===== src/hw/rtl/ttk_pkg.sv =====
// Shared types, codes and controller/datapath command set for the top-k winner tree.
`timescale 1ns / 1ps
package ttk_pkg;

  typedef struct packed {
    logic [1:0] cmd;
    logic       left_wins;
  } req_t;

  typedef struct packed {
    logic [2:0] result_kind;
    logic [5:0] left_member;
    logic [5:0] right_member;
    logic [5:0] taken_member;
  } rsp_t;

  localparam logic [1:0] CMD_EXTRACT = 2'd0;
  localparam logic [1:0] CMD_ANSWER  = 2'd1;
  localparam logic [1:0] CMD_ABANDON = 2'd2;

  localparam logic [2:0] KIND_COMPARE   = 3'd0;
  localparam logic [2:0] KIND_OK        = 3'd1;
  localparam logic [2:0] KIND_EXHAUSTED = 3'd2;
  localparam logic [2:0] KIND_ABORTED   = 3'd3;
  localparam logic [2:0] KIND_ORDER     = 3'd4;

  localparam int unsigned OP_W = 5;
  localparam logic [OP_W-1:0] OP_NONE    = 5'd0;
  localparam logic [OP_W-1:0] OP_CFG     = 5'd1;
  localparam logic [OP_W-1:0] OP_LEAF    = 5'd2;
  localparam logic [OP_W-1:0] OP_RINIT   = 5'd3;
  localparam logic [OP_W-1:0] OP_PAIR1   = 5'd4;
  localparam logic [OP_W-1:0] OP_PAIR2   = 5'd5;
  localparam logic [OP_W-1:0] OP_BYE     = 5'd6;
  localparam logic [OP_W-1:0] OP_RNEXT   = 5'd7;
  localparam logic [OP_W-1:0] OP_ROOT    = 5'd8;
  localparam logic [OP_W-1:0] OP_ORDER   = 5'd9;
  localparam logic [OP_W-1:0] OP_EXH     = 5'd10;
  localparam logic [OP_W-1:0] OP_ABORT   = 5'd11;
  localparam logic [OP_W-1:0] OP_SEED0   = 5'd12;
  localparam logic [OP_W-1:0] OP_TAKE    = 5'd13;
  localparam logic [OP_W-1:0] OP_ANSWER  = 5'd14;
  localparam logic [OP_W-1:0] OP_SEEDED  = 5'd15;
  localparam logic [OP_W-1:0] OP_RD_ROOT = 5'd16;
  localparam logic [OP_W-1:0] OP_RD_PAR  = 5'd17;
  localparam logic [OP_W-1:0] OP_RD_CH   = 5'd18;
  localparam logic [OP_W-1:0] OP_RD_WL   = 5'd19;
  localparam logic [OP_W-1:0] OP_RD_WR   = 5'd20;
  localparam logic [OP_W-1:0] OP_BYPASS  = 5'd21;
  localparam logic [OP_W-1:0] OP_REQ     = 5'd22;
  localparam logic [OP_W-1:0] OP_FIN     = 5'd23;

  typedef struct packed {
    logic [OP_W-1:0] op;
  } ctl_t;

  typedef struct packed {
    logic awaiting;
    logic root_none;
    logic seeded;
    logic m_zero;
    logic leaf_last;
    logic round_end;
    logic pair_ok;
    logic len_one;
    logic cur_lt_total;
    logic cur_is_root;
    logic lw_empty;
    logic rw_empty;
  } sts_t;

endpackage


===== src/hw/rtl/ttk_ram.sv =====
// Generic single-write, single-read RAM with registered read data.
`timescale 1ns / 1ps
module ttk_ram #(
  parameter int unsigned W = 8,
  parameter int unsigned D = 16
) (
  input  logic                 clk_i,
  input  logic                 we_i,
  input  logic [$clog2(D)-1:0] waddr_i,
  input  logic [W-1:0]         wdata_i,
  input  logic [$clog2(D)-1:0] raddr_i,
  output logic [W-1:0]         rdata_o
);
  logic [W-1:0] mem [D];
  logic [W-1:0] rdata_q;

  always_ff @(posedge clk_i) begin
    if (we_i) begin
      mem[waddr_i] <= wdata_i;
    end
    rdata_q <= mem[raddr_i];
  end

  assign rdata_o = rdata_q;
endmodule


===== src/hw/rtl/ttk_dpath.sv =====
// Datapath: tree memories, walk and build registers, result register.
`timescale 1ns / 1ps
module ttk_dpath
  import ttk_pkg::*;
#(
  parameter int unsigned MAX_MEMBERS = 64
) (
  input  logic       clk_i,
  input  logic       rst_ni,
  input  ctl_t       ctl_i,
  input  req_t       req_i,
  input  logic [6:0] cfg_wdata_i,
  output sts_t       sts_o,
  output rsp_t       rsp_o,
  output logic       rsp_valid_o
);
  localparam int unsigned NODE_MAX = 2 * MAX_MEMBERS - 1;
  localparam int unsigned NW = $clog2(NODE_MAX);
  localparam int unsigned WW = $clog2(MAX_MEMBERS + 1);
  localparam logic [WW-1:0] EMPTY = WW'(MAX_MEMBERS);

  logic [NW-1:0] m_q, total_q, root_q, cur_q, lnode_q, rnode_q, bi_q;
  logic [NW-1:0] s_q, c_q, b_q, ns_q, nc_q, nb_q;
  logic          bv_q, nbv_q, root_none_q, seeded_q, await_q;
  logic [WW-1:0] last_q, lw_q, rw_q;
  logic [OP_W-1:0] op_q;
  rsp_t          rsp_q, rsp_d;
  logic          rsp_valid_q, rsp_valid_d;

  logic [NW:0]   len, j0, j1;
  logic [NW-1:0] e0, e1;

  logic            win_we, par_we, ch_we;
  logic [NW-1:0]   win_wa, win_ra, par_wa, par_wd, ch_wa;
  logic [WW-1:0]   win_wd, win_rd;
  logic [NW-1:0]   par_rd;
  logic [2*NW-1:0] ch_wd, ch_rd;
  logic [WW-1:0]   pick;

  function automatic logic [5:0] to6(input logic [WW-1:0] v);
    logic [WW+5:0] ext;
    ext = {6'b0, v};
    return ext[5:0];
  endfunction

  // Round element j: the consecutive run first, then the carried bye node.
  assign len = {1'b0, c_q} + {{NW{1'b0}}, bv_q};
  assign j0  = {1'b0, bi_q};
  assign j1  = {1'b0, bi_q} + 1'b1;
  assign e0  = (j0 < {1'b0, c_q}) ? (s_q + bi_q) : b_q;
  assign e1  = (j1 < {1'b0, c_q}) ? NW'(s_q + j1[NW-1:0]) : b_q;
  assign pick = (lw_q == EMPTY) ? rw_q : lw_q;

  always_comb begin
    win_we = 1'b0;
    win_wa = cur_q;
    win_wd = EMPTY;
    win_ra = lnode_q;
    par_we = 1'b0;
    par_wa = e0;
    par_wd = total_q;
    ch_we  = 1'b0;
    ch_wa  = total_q;
    ch_wd  = {e0, e1};
    case (ctl_i.op)
      OP_LEAF: begin
        win_we = 1'b1;
        win_wa = bi_q;
        win_wd = WW'(bi_q);
      end
      OP_PAIR1: begin
        win_we = 1'b1;
        win_wa = total_q;
        par_we = 1'b1;
        ch_we  = 1'b1;
      end
      OP_PAIR2: begin
        par_we = 1'b1;
        par_wa = e1;
      end
      OP_TAKE: begin
        win_we = 1'b1;
        win_wa = NW'(last_q);
      end
      OP_ANSWER: begin
        win_we = 1'b1;
        win_wd = req_i.left_wins ? lw_q : rw_q;
      end
      OP_BYPASS: begin
        win_we = 1'b1;
        win_wd = pick;
      end
      OP_RD_WR:                win_ra = rnode_q;
      OP_RD_ROOT, OP_SEEDED:   win_ra = root_q;
      default: ;
    endcase
  end

  // Result for the current step; the root winner is read straight off the RAM.
  always_comb begin
    rsp_d = '0;
    rsp_valid_d = 1'b0;
    case (ctl_i.op)
      OP_ORDER: begin
        rsp_valid_d = 1'b1;
        rsp_d.result_kind = KIND_ORDER;
      end
      OP_EXH: begin
        rsp_valid_d = 1'b1;
        rsp_d.result_kind = KIND_EXHAUSTED;
      end
      OP_ABORT: begin
        rsp_valid_d = 1'b1;
        rsp_d.result_kind = KIND_ABORTED;
      end
      OP_REQ: begin
        rsp_valid_d = 1'b1;
        rsp_d.result_kind = KIND_COMPARE;
        rsp_d.left_member = to6(lw_q);
        rsp_d.right_member = to6(rw_q);
      end
      OP_FIN: begin
        rsp_valid_d = 1'b1;
        if (win_rd == EMPTY) begin
          rsp_d.result_kind = KIND_EXHAUSTED;
        end else begin
          rsp_d.result_kind = KIND_OK;
          rsp_d.taken_member = to6(win_rd);
        end
      end
      default: ;
    endcase
  end

  ttk_ram #(.W(WW), .D(NODE_MAX)) u_win (
    .clk_i, .we_i(win_we), .waddr_i(win_wa), .wdata_i(win_wd),
    .raddr_i(win_ra), .rdata_o(win_rd)
  );
  ttk_ram #(.W(NW), .D(NODE_MAX)) u_par (
    .clk_i, .we_i(par_we), .waddr_i(par_wa), .wdata_i(par_wd),
    .raddr_i(cur_q), .rdata_o(par_rd)
  );
  ttk_ram #(.W(2 * NW), .D(NODE_MAX)) u_child (
    .clk_i, .we_i(ch_we), .waddr_i(ch_wa), .wdata_i(ch_wd),
    .raddr_i(cur_q), .rdata_o(ch_rd)
  );

  always_ff @(posedge clk_i or negedge rst_ni) begin
    if (!rst_ni) begin
      m_q <= '0; total_q <= '0; root_q <= '0; cur_q <= '0;
      lnode_q <= '0; rnode_q <= '0; bi_q <= '0;
      s_q <= '0; c_q <= '0; b_q <= '0; ns_q <= '0; nc_q <= '0; nb_q <= '0;
      bv_q <= 1'b0; nbv_q <= 1'b0;
      root_none_q <= 1'b1; seeded_q <= 1'b0; await_q <= 1'b0;
      last_q <= '0; lw_q <= '0; rw_q <= '0;
      op_q <= OP_NONE;
      rsp_q <= '0;
      rsp_valid_q <= 1'b0;
    end else begin
      op_q <= ctl_i.op;
      rsp_valid_q <= rsp_valid_d;
      rsp_q <= rsp_d;
      // capture read data in the cycle after the read was issued
      case (op_q)
        OP_RD_PAR: cur_q <= par_rd;
        OP_RD_CH: begin
          lnode_q <= ch_rd[2*NW-1:NW];
          rnode_q <= ch_rd[NW-1:0];
        end
        OP_RD_WL, OP_RD_ROOT, OP_SEEDED: lw_q <= win_rd;
        OP_RD_WR: rw_q <= win_rd;
        default: ;
      endcase
      case (ctl_i.op)
        OP_CFG: begin
          if ({25'b0, cfg_wdata_i} > 32'(MAX_MEMBERS)) begin
            m_q <= NW'(MAX_MEMBERS);
            total_q <= NW'(MAX_MEMBERS);
          end else begin
            m_q <= NW'(cfg_wdata_i);
            total_q <= NW'(cfg_wdata_i);
          end
          root_none_q <= (cfg_wdata_i == 7'd0);
          seeded_q <= 1'b0;
          last_q <= '0;
          cur_q <= '0;
          await_q <= 1'b0;
          bi_q <= '0;
        end
        OP_LEAF: bi_q <= bi_q + 1'b1;
        OP_RINIT: begin
          s_q <= '0; c_q <= m_q; bv_q <= 1'b0; bi_q <= '0;
          ns_q <= total_q; nc_q <= '0; nbv_q <= 1'b0;
        end
        OP_PAIR2: begin
          total_q <= total_q + 1'b1;
          nc_q <= nc_q + 1'b1;
          bi_q <= bi_q + NW'(2);
        end
        OP_BYE: begin
          nb_q <= e0;
          nbv_q <= 1'b1;
          bi_q <= bi_q + 1'b1;
        end
        OP_RNEXT: begin
          s_q <= ns_q; c_q <= nc_q; b_q <= nb_q; bv_q <= nbv_q; bi_q <= '0;
          ns_q <= total_q; nc_q <= '0; nbv_q <= 1'b0;
        end
        OP_ROOT: root_q <= (c_q == NW'(1)) ? s_q : b_q;
        OP_ABORT: await_q <= 1'b0;
        OP_SEED0: cur_q <= m_q;
        OP_TAKE:  cur_q <= NW'(last_q);
        OP_ANSWER: begin
          await_q <= 1'b0;
          if (!seeded_q) begin
            cur_q <= cur_q + 1'b1;
          end
        end
        OP_SEEDED: seeded_q <= 1'b1;
        OP_REQ: await_q <= 1'b1;
        OP_FIN: begin
          if (win_rd != EMPTY) begin
            last_q <= win_rd;
          end
        end
        default: ;
      endcase
    end
  end

  always_comb begin
    sts_o.awaiting     = await_q;
    sts_o.root_none    = root_none_q;
    sts_o.seeded       = seeded_q;
    sts_o.m_zero       = (m_q == '0);
    sts_o.leaf_last    = (bi_q == NW'(m_q - 1'b1));
    sts_o.round_end    = (j0 >= len);
    sts_o.pair_ok      = (j1 < len);
    sts_o.len_one      = (len == (NW+1)'(1));
    sts_o.cur_lt_total = (cur_q < total_q);
    sts_o.cur_is_root  = (cur_q == root_q);
    sts_o.lw_empty     = (lw_q == EMPTY);
    sts_o.rw_empty     = (rw_q == EMPTY);
  end

  assign rsp_o = rsp_q;
  assign rsp_valid_o = rsp_valid_q;
endmodule


===== src/hw/rtl/ttk_ctrl.sv =====
// Controller: sequences build, seeding and refill walks over the datapath.
`timescale 1ns / 1ps
module ttk_ctrl
  import ttk_pkg::*;
(
  input  logic clk_i,
  input  logic rst_ni,
  input  logic start_i,
  input  req_t req_i,
  input  logic cfg_we_i,
  input  sts_t sts_i,
  output ctl_t ctl_o,
  output logic busy_o
);
  localparam int unsigned SW = 4;
  localparam logic [SW-1:0] S_IDLE  = 4'd0;
  localparam logic [SW-1:0] S_LEAF  = 4'd1;
  localparam logic [SW-1:0] S_RINIT = 4'd2;
  localparam logic [SW-1:0] S_CHK   = 4'd3;
  localparam logic [SW-1:0] S_PAIR  = 4'd4;
  localparam logic [SW-1:0] S_PAIR2 = 4'd5;
  localparam logic [SW-1:0] S_SEED  = 4'd6;
  localparam logic [SW-1:0] S_CLIMB = 4'd7;
  localparam logic [SW-1:0] S_PARW  = 4'd8;
  localparam logic [SW-1:0] S_RCH   = 4'd9;
  localparam logic [SW-1:0] S_WCH   = 4'd10;
  localparam logic [SW-1:0] S_WL    = 4'd11;
  localparam logic [SW-1:0] S_WR    = 4'd12;
  localparam logic [SW-1:0] S_WW    = 4'd13;
  localparam logic [SW-1:0] S_DEC   = 4'd14;
  localparam logic [SW-1:0] S_FIN   = 4'd15;

  logic [SW-1:0] state_q, state_d;

  always_comb begin
    state_d = state_q;
    ctl_o.op = OP_NONE;
    case (state_q)
      S_IDLE: begin
        if (cfg_we_i) begin
          ctl_o.op = OP_CFG;
          state_d = S_LEAF;
        end else if (start_i) begin
          if (req_i.cmd == CMD_EXTRACT) begin
            if (sts_i.awaiting) begin
              ctl_o.op = OP_ORDER;
            end else if (sts_i.root_none) begin
              ctl_o.op = OP_EXH;
            end else if (!sts_i.seeded) begin
              ctl_o.op = OP_SEED0;
              state_d = S_SEED;
            end else begin
              ctl_o.op = OP_TAKE;
              state_d = S_CLIMB;
            end
          end else if (req_i.cmd == CMD_ABANDON && sts_i.awaiting) begin
            ctl_o.op = OP_ABORT;
          end else if (req_i.cmd == CMD_ANSWER && sts_i.awaiting) begin
            ctl_o.op = OP_ANSWER;
            state_d = sts_i.seeded ? S_CLIMB : S_SEED;
          end else begin
            ctl_o.op = OP_ORDER;
          end
        end
      end
      S_LEAF: begin
        if (sts_i.m_zero) begin
          state_d = S_IDLE;
        end else begin
          ctl_o.op = OP_LEAF;
          if (sts_i.leaf_last) state_d = S_RINIT;
        end
      end
      S_RINIT: begin
        ctl_o.op = OP_RINIT;
        state_d = S_CHK;
      end
      S_CHK: begin
        if (sts_i.len_one) begin
          ctl_o.op = OP_ROOT;
          state_d = S_IDLE;
        end else begin
          state_d = S_PAIR;
        end
      end
      S_PAIR: begin
        if (sts_i.round_end) begin
          ctl_o.op = OP_RNEXT;
          state_d = S_CHK;
        end else if (sts_i.pair_ok) begin
          ctl_o.op = OP_PAIR1;
          state_d = S_PAIR2;
        end else begin
          ctl_o.op = OP_BYE;
        end
      end
      S_PAIR2: begin
        ctl_o.op = OP_PAIR2;
        state_d = S_PAIR;
      end
      S_SEED: begin
        if (sts_i.cur_lt_total) begin
          ctl_o.op = OP_RD_CH;
          state_d = S_WCH;
        end else begin
          ctl_o.op = OP_SEEDED;
          state_d = S_FIN;
        end
      end
      S_CLIMB: begin
        if (sts_i.cur_is_root) begin
          ctl_o.op = OP_RD_ROOT;
          state_d = S_FIN;
        end else begin
          ctl_o.op = OP_RD_PAR;
          state_d = S_PARW;
        end
      end
      S_PARW: state_d = S_RCH;
      S_RCH: begin
        ctl_o.op = OP_RD_CH;
        state_d = S_WCH;
      end
      S_WCH: state_d = S_WL;
      S_WL: begin
        ctl_o.op = OP_RD_WL;
        state_d = S_WR;
      end
      S_WR: begin
        ctl_o.op = OP_RD_WR;
        state_d = S_WW;
      end
      S_WW: state_d = S_DEC;
      S_DEC: begin
        if (sts_i.seeded && (sts_i.lw_empty || sts_i.rw_empty)) begin
          ctl_o.op = OP_BYPASS;
          state_d = S_CLIMB;
        end else begin
          ctl_o.op = OP_REQ;
          state_d = S_IDLE;
        end
      end
      S_FIN: begin
        // root winner read data is valid on the RAM output this cycle
        ctl_o.op = OP_FIN;
        state_d = S_IDLE;
      end
      default: state_d = S_IDLE;
    endcase
  end

  always_ff @(posedge clk_i or negedge rst_ni) begin
    if (!rst_ni) begin
      state_q <= S_IDLE;
    end else begin
      state_q <= state_d;
    end
  end

  assign busy_o = (state_q != S_IDLE);
endmodule


===== src/hw/rtl/tournament_tree_top_k.sv =====
// Top level of the top-k winner-tree selector with external comparisons.
// Immediate answers (out of order, exhausted, aborted) are given from the idle state
// without a walk; seeding ends in a compare request or the closing ok, and a refill
// climbs level by level (compare or bypass) and reads the root winner at the root.
// Throughput: one request at a time; busy_o is high while a walk or a rebuild runs.
// A member count write rebuilds the tree: leaves first, then the pairing rounds.
// Reset gives an empty tree (member count 0); results cannot be stalled by the receiver.
`timescale 1ns / 1ps
module tournament_tree_top_k
  import ttk_pkg::*;
#(
  parameter int unsigned MAX_MEMBERS = 64
) (
  input  logic       clk_i,
  input  logic       rst_ni,
  // request channel: accepted when start_i is high and busy_o is low
  input  logic       start_i,
  output logic       busy_o,
  input  req_t       req_i,
  // result strobe: one cycle, no back-pressure
  output logic       rsp_valid_o,
  output rsp_t       rsp_o,
  // member count register
  input  logic       cfg_we_i,
  input  logic [6:0] cfg_wdata_i
);
  ctl_t ctl;
  sts_t sts;

  // Controller decides each step; the datapath owns the node memories
  // (winner, parent, children) and all walk/build registers.
  ttk_ctrl u_ctrl (
    .clk_i, .rst_ni, .start_i, .req_i, .cfg_we_i,
    .sts_i(sts), .ctl_o(ctl), .busy_o
  );

  ttk_dpath #(.MAX_MEMBERS(MAX_MEMBERS)) u_dpath (
    .clk_i, .rst_ni, .ctl_i(ctl), .req_i, .cfg_wdata_i,
    .sts_o(sts), .rsp_o, .rsp_valid_o
  );
endmodule


===== config.mk =====
export PLATFORM = sky130hd
export DESIGN_NAME = tournament_tree_top_k
export DESIGN_NICKNAME = d
export VERILOG_FILES = /design/src/hw/rtl/ttk_pkg.sv /design/src/hw/rtl/ttk_ram.sv /design/src/hw/rtl/ttk_dpath.sv /design/src/hw/rtl/ttk_ctrl.sv /design/src/hw/rtl/tournament_tree_top_k.sv
export SDC_FILE = /design/constraint.sdc
export NUM_CORES = 2
export LEC_CHECK = 0
export ABC_AREA = 1
export BUFFER_PORTS_ARGS = -buffer_cell sky130_fd_sc_hd__buf_2
export CORE_MARGIN = 3
export CORE_UTILIZATION = 45
export DETAILED_ROUTE_END_ITERATION = 10
export PLACE_DENSITY = 0.59
export SETUP_SLACK_MARGIN = 0.15
export SYNTH_ARGS = -nofsm -noshare
export SYNTH_HDL_FRONTEND = slang
export SYNTH_SLANG_ARGS = --single-unit

===== constraint.sdc =====
create_clock -name clk_i -period 16.3 [get_ports clk_i]
set_clock_uncertainty 0.2 [all_clocks]
set_input_delay 0 -clock clk_i [delete_from_list [all_inputs] [get_ports clk_i]]
set_output_delay 0 -clock clk_i [all_outputs]
set_load 0.005 [all_outputs]

==> results.yml <==
route:
  drt_wl_total_um: 453000
  dr.pass1.iters: 8
  ant_nets: 0
  drt_iter0_drc: 12700
  wl_per_cell_um: 26.5
  num_vias: 102000
  drc: 0
  vias_per_cell: 6.00
layout:
  layout-drive-gt1-share: 0.0820
  fillers: 28900
  fin_cells: 17100
  layout.nets: 12300
  stdcell_area_um2: 171000
  area_delta_synth_final_pct: 12.0
critical_path:
  r2r_slack_ns: 8.68
  timing.rr.end: "u_dpath.u_win.rdata_o[2]$_DFF_P_"
  crit_arrival_ns: 8.28
  crit_required_ns: 16.95
  crit-reg2reg-launch: "u_dpath.ch_wa[6]$_DFFE_PN0P_"
  critPathCaptureType: "register"
  worstSetupPathType: "reg2reg"
  start_kind: "register"
  worst-r2r-cell-count: 21
  worstPathMaxFanout: 224
  cp-startpoint: "u_dpath.ch_wa[6]$_DFFE_PN0P_"
synthesis:
  synth.distinct_cells: 66
  ys_ff_latch: 3732
  synth_flop_cell: "edfxtp_1"
  synth_area_per_cell_um2: 12.4
  synthCells: 12300
  synth_edf_count: 3556
  synthesis.nets: 12400
  ys_warn_count: 0
  seq_area_frac_synth: 0.729
  synthArstFlopShare: 0.0397
  synth.cell_area_um2: 152000
cts:
  clkTransAtPathRegs_ns: 0.06
  cts_tree: "done"
  clk_latency_ns: 0.97
  htree_levels: 5
  root_buffer: "clkbuf_16"
  cts_buffers: 392
  clock-sinks: 3732
  clockBufferDepth: 4
timing:
  finalSetupViolCount: 0
  rsz0062_at_grt: "no"
  setup_ws_ns: 8.68
  worst_pin_slew_ns: 1.43
  max_freq_mhz: 131
  slew_viol_final: 0
  min_period_over_period: 0.468
  hold_ws_ns: 0.0740
  final_hold_viol_count: 0
  maxSlewHeadroom: 0.0470
  post-route-min-period_ns: 7.62
  setup_tns_ns: 0
place:
  portBuffers: 36
  placed_cell_area_um2: 158000
  numPlacedInstances: 16300
  pre_cts_slack_ns: 8.87
  hpwlAfterDp_um: 254000
  gp_congestion: 0.881
pwr:
  max-vdd-ir-drop_v: 0.0000989
  power.density_nw_per_um2: 112
  leakagePower_nw: 61.8
floorplan:
  die_area_um2: 346000
  io_pins: 37
  initial_core_util: 0.452
  chipHeight_um: 588
  coreArea_um2: 337000
  die_w_um: 588
  rows: 213
global_routing:
  grt_pass1_vias: 99000
  grt_use_total: 0.254
  grt_max_degree: 225
  grt_pass1_wl_um: 665000
  grt_overflow: 0
  antenna_found_initial: 10
run:
  cap_viol_max_count: 0
min_path:
  hold_class: "in2async"
outcome:
  status: "completed"
-- through the flow --
step                total power, W   util
CTS                         0.0193  0.507
floorplan                   0.0105      -
detailed placement          0.0106  0.468
finish                      0.0191  0.507
global placement            0.0106  0.468
global route                0.0196  0.507
-- cell type report --
cell class / count / area, um^2 / area share
flip-flops and latches: 3732 / 111000 / 0.651
inverters: 555 / 2120 / 0.0124
clock inverters: 240 / 2250 / 0.0132
repair buffers: 346 / 2800 / 0.0164
diodes: 9 / 22.5 / 0.000132
multi-input cells: 7194 / 36500 / 0.214
well taps: 4515 / 5650 / 0.0331
clock buffers: 483 / 10300 / 0.0604
-- logic make-up (layout without fill, tap and decap cells) --
group,after synthesis,in the layout,synth area share
compound gates,2667,2667,0.105
xor+xnor,38,38,0.00218
fa+ha+maj,51,51,0.00427
buf+inv,1390,1624,0.0349
flops,3732,3732,0.729
mux,9,9,0.000649
other cells,0,9,0
simple gates,4429,4429,0.125
-- cell usage after synthesis, drive strengths merged, types with 5 or more instances --
master / number / share of area
ha: 48 / 0.0039
nand3: 908 / 0.030
o2111ai: 13 / 0.00075
clkbuf: 698 / 0.017
edfxtp: 3556 / 0.70
a311oi: 11 / 0.00063
or2: 6 / 0.00025
nor2: 1653 / 0.041
o32ai: 10 / 0.00057
o22ai: 294 / 0.012
a31o: 6 / 0.00034
nand3b: 250 / 0.012
a2111oi: 6 / 0.00034
xnor2: 15 / 0.00086
o211ai: 110 / 0.0054
inv: 551 / 0.014
a32o: 5 / 0.00033
dfxtp: 28 / 0.0037
mux2: 7 / 0.00052
o21ai: 1305 / 0.043
xor2: 23 / 0.0013
a21oi: 407 / 0.013
a31oi: 47 / 0.0019
nand2: 1549 / 0.038
buf: 137 / 0.0040
dfrtp: 147 / 0.024
nor3: 29 / 0.00095
o21a: 6 / 0.00030
a21boi: 6 / 0.00032
o221ai: 413 / 0.024
nor4: 10 / 0.00041
nand4: 19 / 0.00078
-- sequential cells by signal (all words and copies together), names as in the netlist, 14 cells and up --
name / count
u_dpath.u_win.mem: 889
u_dpath.u_child.rdata_o: 14
u_dpath.u_par.mem: 889
u_dpath.rsp_o: 21
u_dpath.u_child.mem: 1778
-- worst max-delay path, stage by stage (launching register included) --
cell     delay (ns)
dfrtp_4        0.98
inv_1          0.18
ha_1           0.35
a21oi_1        0.14
o21a_1         0.15
nand2_1        0.06
nand2_1        0.20
nand2_1        0.26
nand2_1        0.18
nand3_4        0.69
nand2_4        1.02
buf_4          0.71
buf_12         0.58
nand2_1        0.13
nand3_1        0.18
nand3_1        0.11
nand3_1        0.17
nand3_1        0.17
nand3_1        0.14
nand2_1        0.16
nand2_1        0.11
nand2_1        0.06
-- layout by cell type, fill, tap and decap left out, types with 41 or more instances in the layout --
| master | count |
|---|---|
| edfxtp_1 | 3556 |
| nor2_1 | 1606 |
| nand2_1 | 1531 |
| o21ai_0 | 1292 |
| nand3_1 | 893 |
| inv_1 | 535 |
| o221ai_1 | 407 |
| a21oi_1 | 402 |
| clkbuf_16 | 396 |
| o22ai_1 | 294 |
| buf_4 | 263 |
| nand3b_1 | 250 |
| dfrtp_1 | 135 |
| o211ai_1 | 110 |
| clkinv_1 | 89 |
| clkbuf_1 | 79 |
| clkinv_2 | 74 |
| ha_1 | 48 |
| a31oi_1 | 47 |
| nor2_2 | 41 |
-- per-layer routing --
| layer | up-vias | track usage | part of all wire |
|---|---|---|---|
| met5 | - | 0 | 0.000029 |
| met4 | 2 | 0.0888 | 0.036 |
| met3 | 789 | 0.0467 | 0.090 |
| met2 | 4998 | 0.393 | 0.46 |
| met1 | 51600 | 0.362 | 0.42 |
| li1 | 45000 | - | - |
-- worst max-delay path by stage --
stage / endpoint / slack (ns) / cells past startpoint
after floorplan: u_dpath.u_par.mem[119][0]$_DFFE_PP_ / 6.65 / 17
after CTS: u_dpath.u_win.rdata_o[2]$_DFF_P_ / 8.84 / 21
final: u_dpath.u_win.rdata_o[2]$_DFF_P_ / 8.68 / 21
after global routing: u_dpath.u_win.rdata_o[2]$_DFF_P_ / 8.21 / 21
after global placement: u_dpath.u_win.rdata_o[2]$_DFF_P_ / 8.96 / 21
after detailed placement: u_dpath.u_win.rdata_o[2]$_DFF_P_ / 8.87 / 21
-- power by group --
part / internal, W / switching, W / total [W]
clock: 0.00502 / 0.00375 / 0.00878
sequential: 0.0103 / 0 / 0.0103
combinational: 0.00000697 / 0.0000161 / 0.0000231
total: 0.0154 / 0.00377 / 0.0191
-- timing repair --
action,in CTS,in global routing
resized for setup,0,0
buffers inserted,0,0
hold buffers,32,0
endpoints found under the hold margin,322,0
No activity file was read; power rests on OpenSTA's default activity.
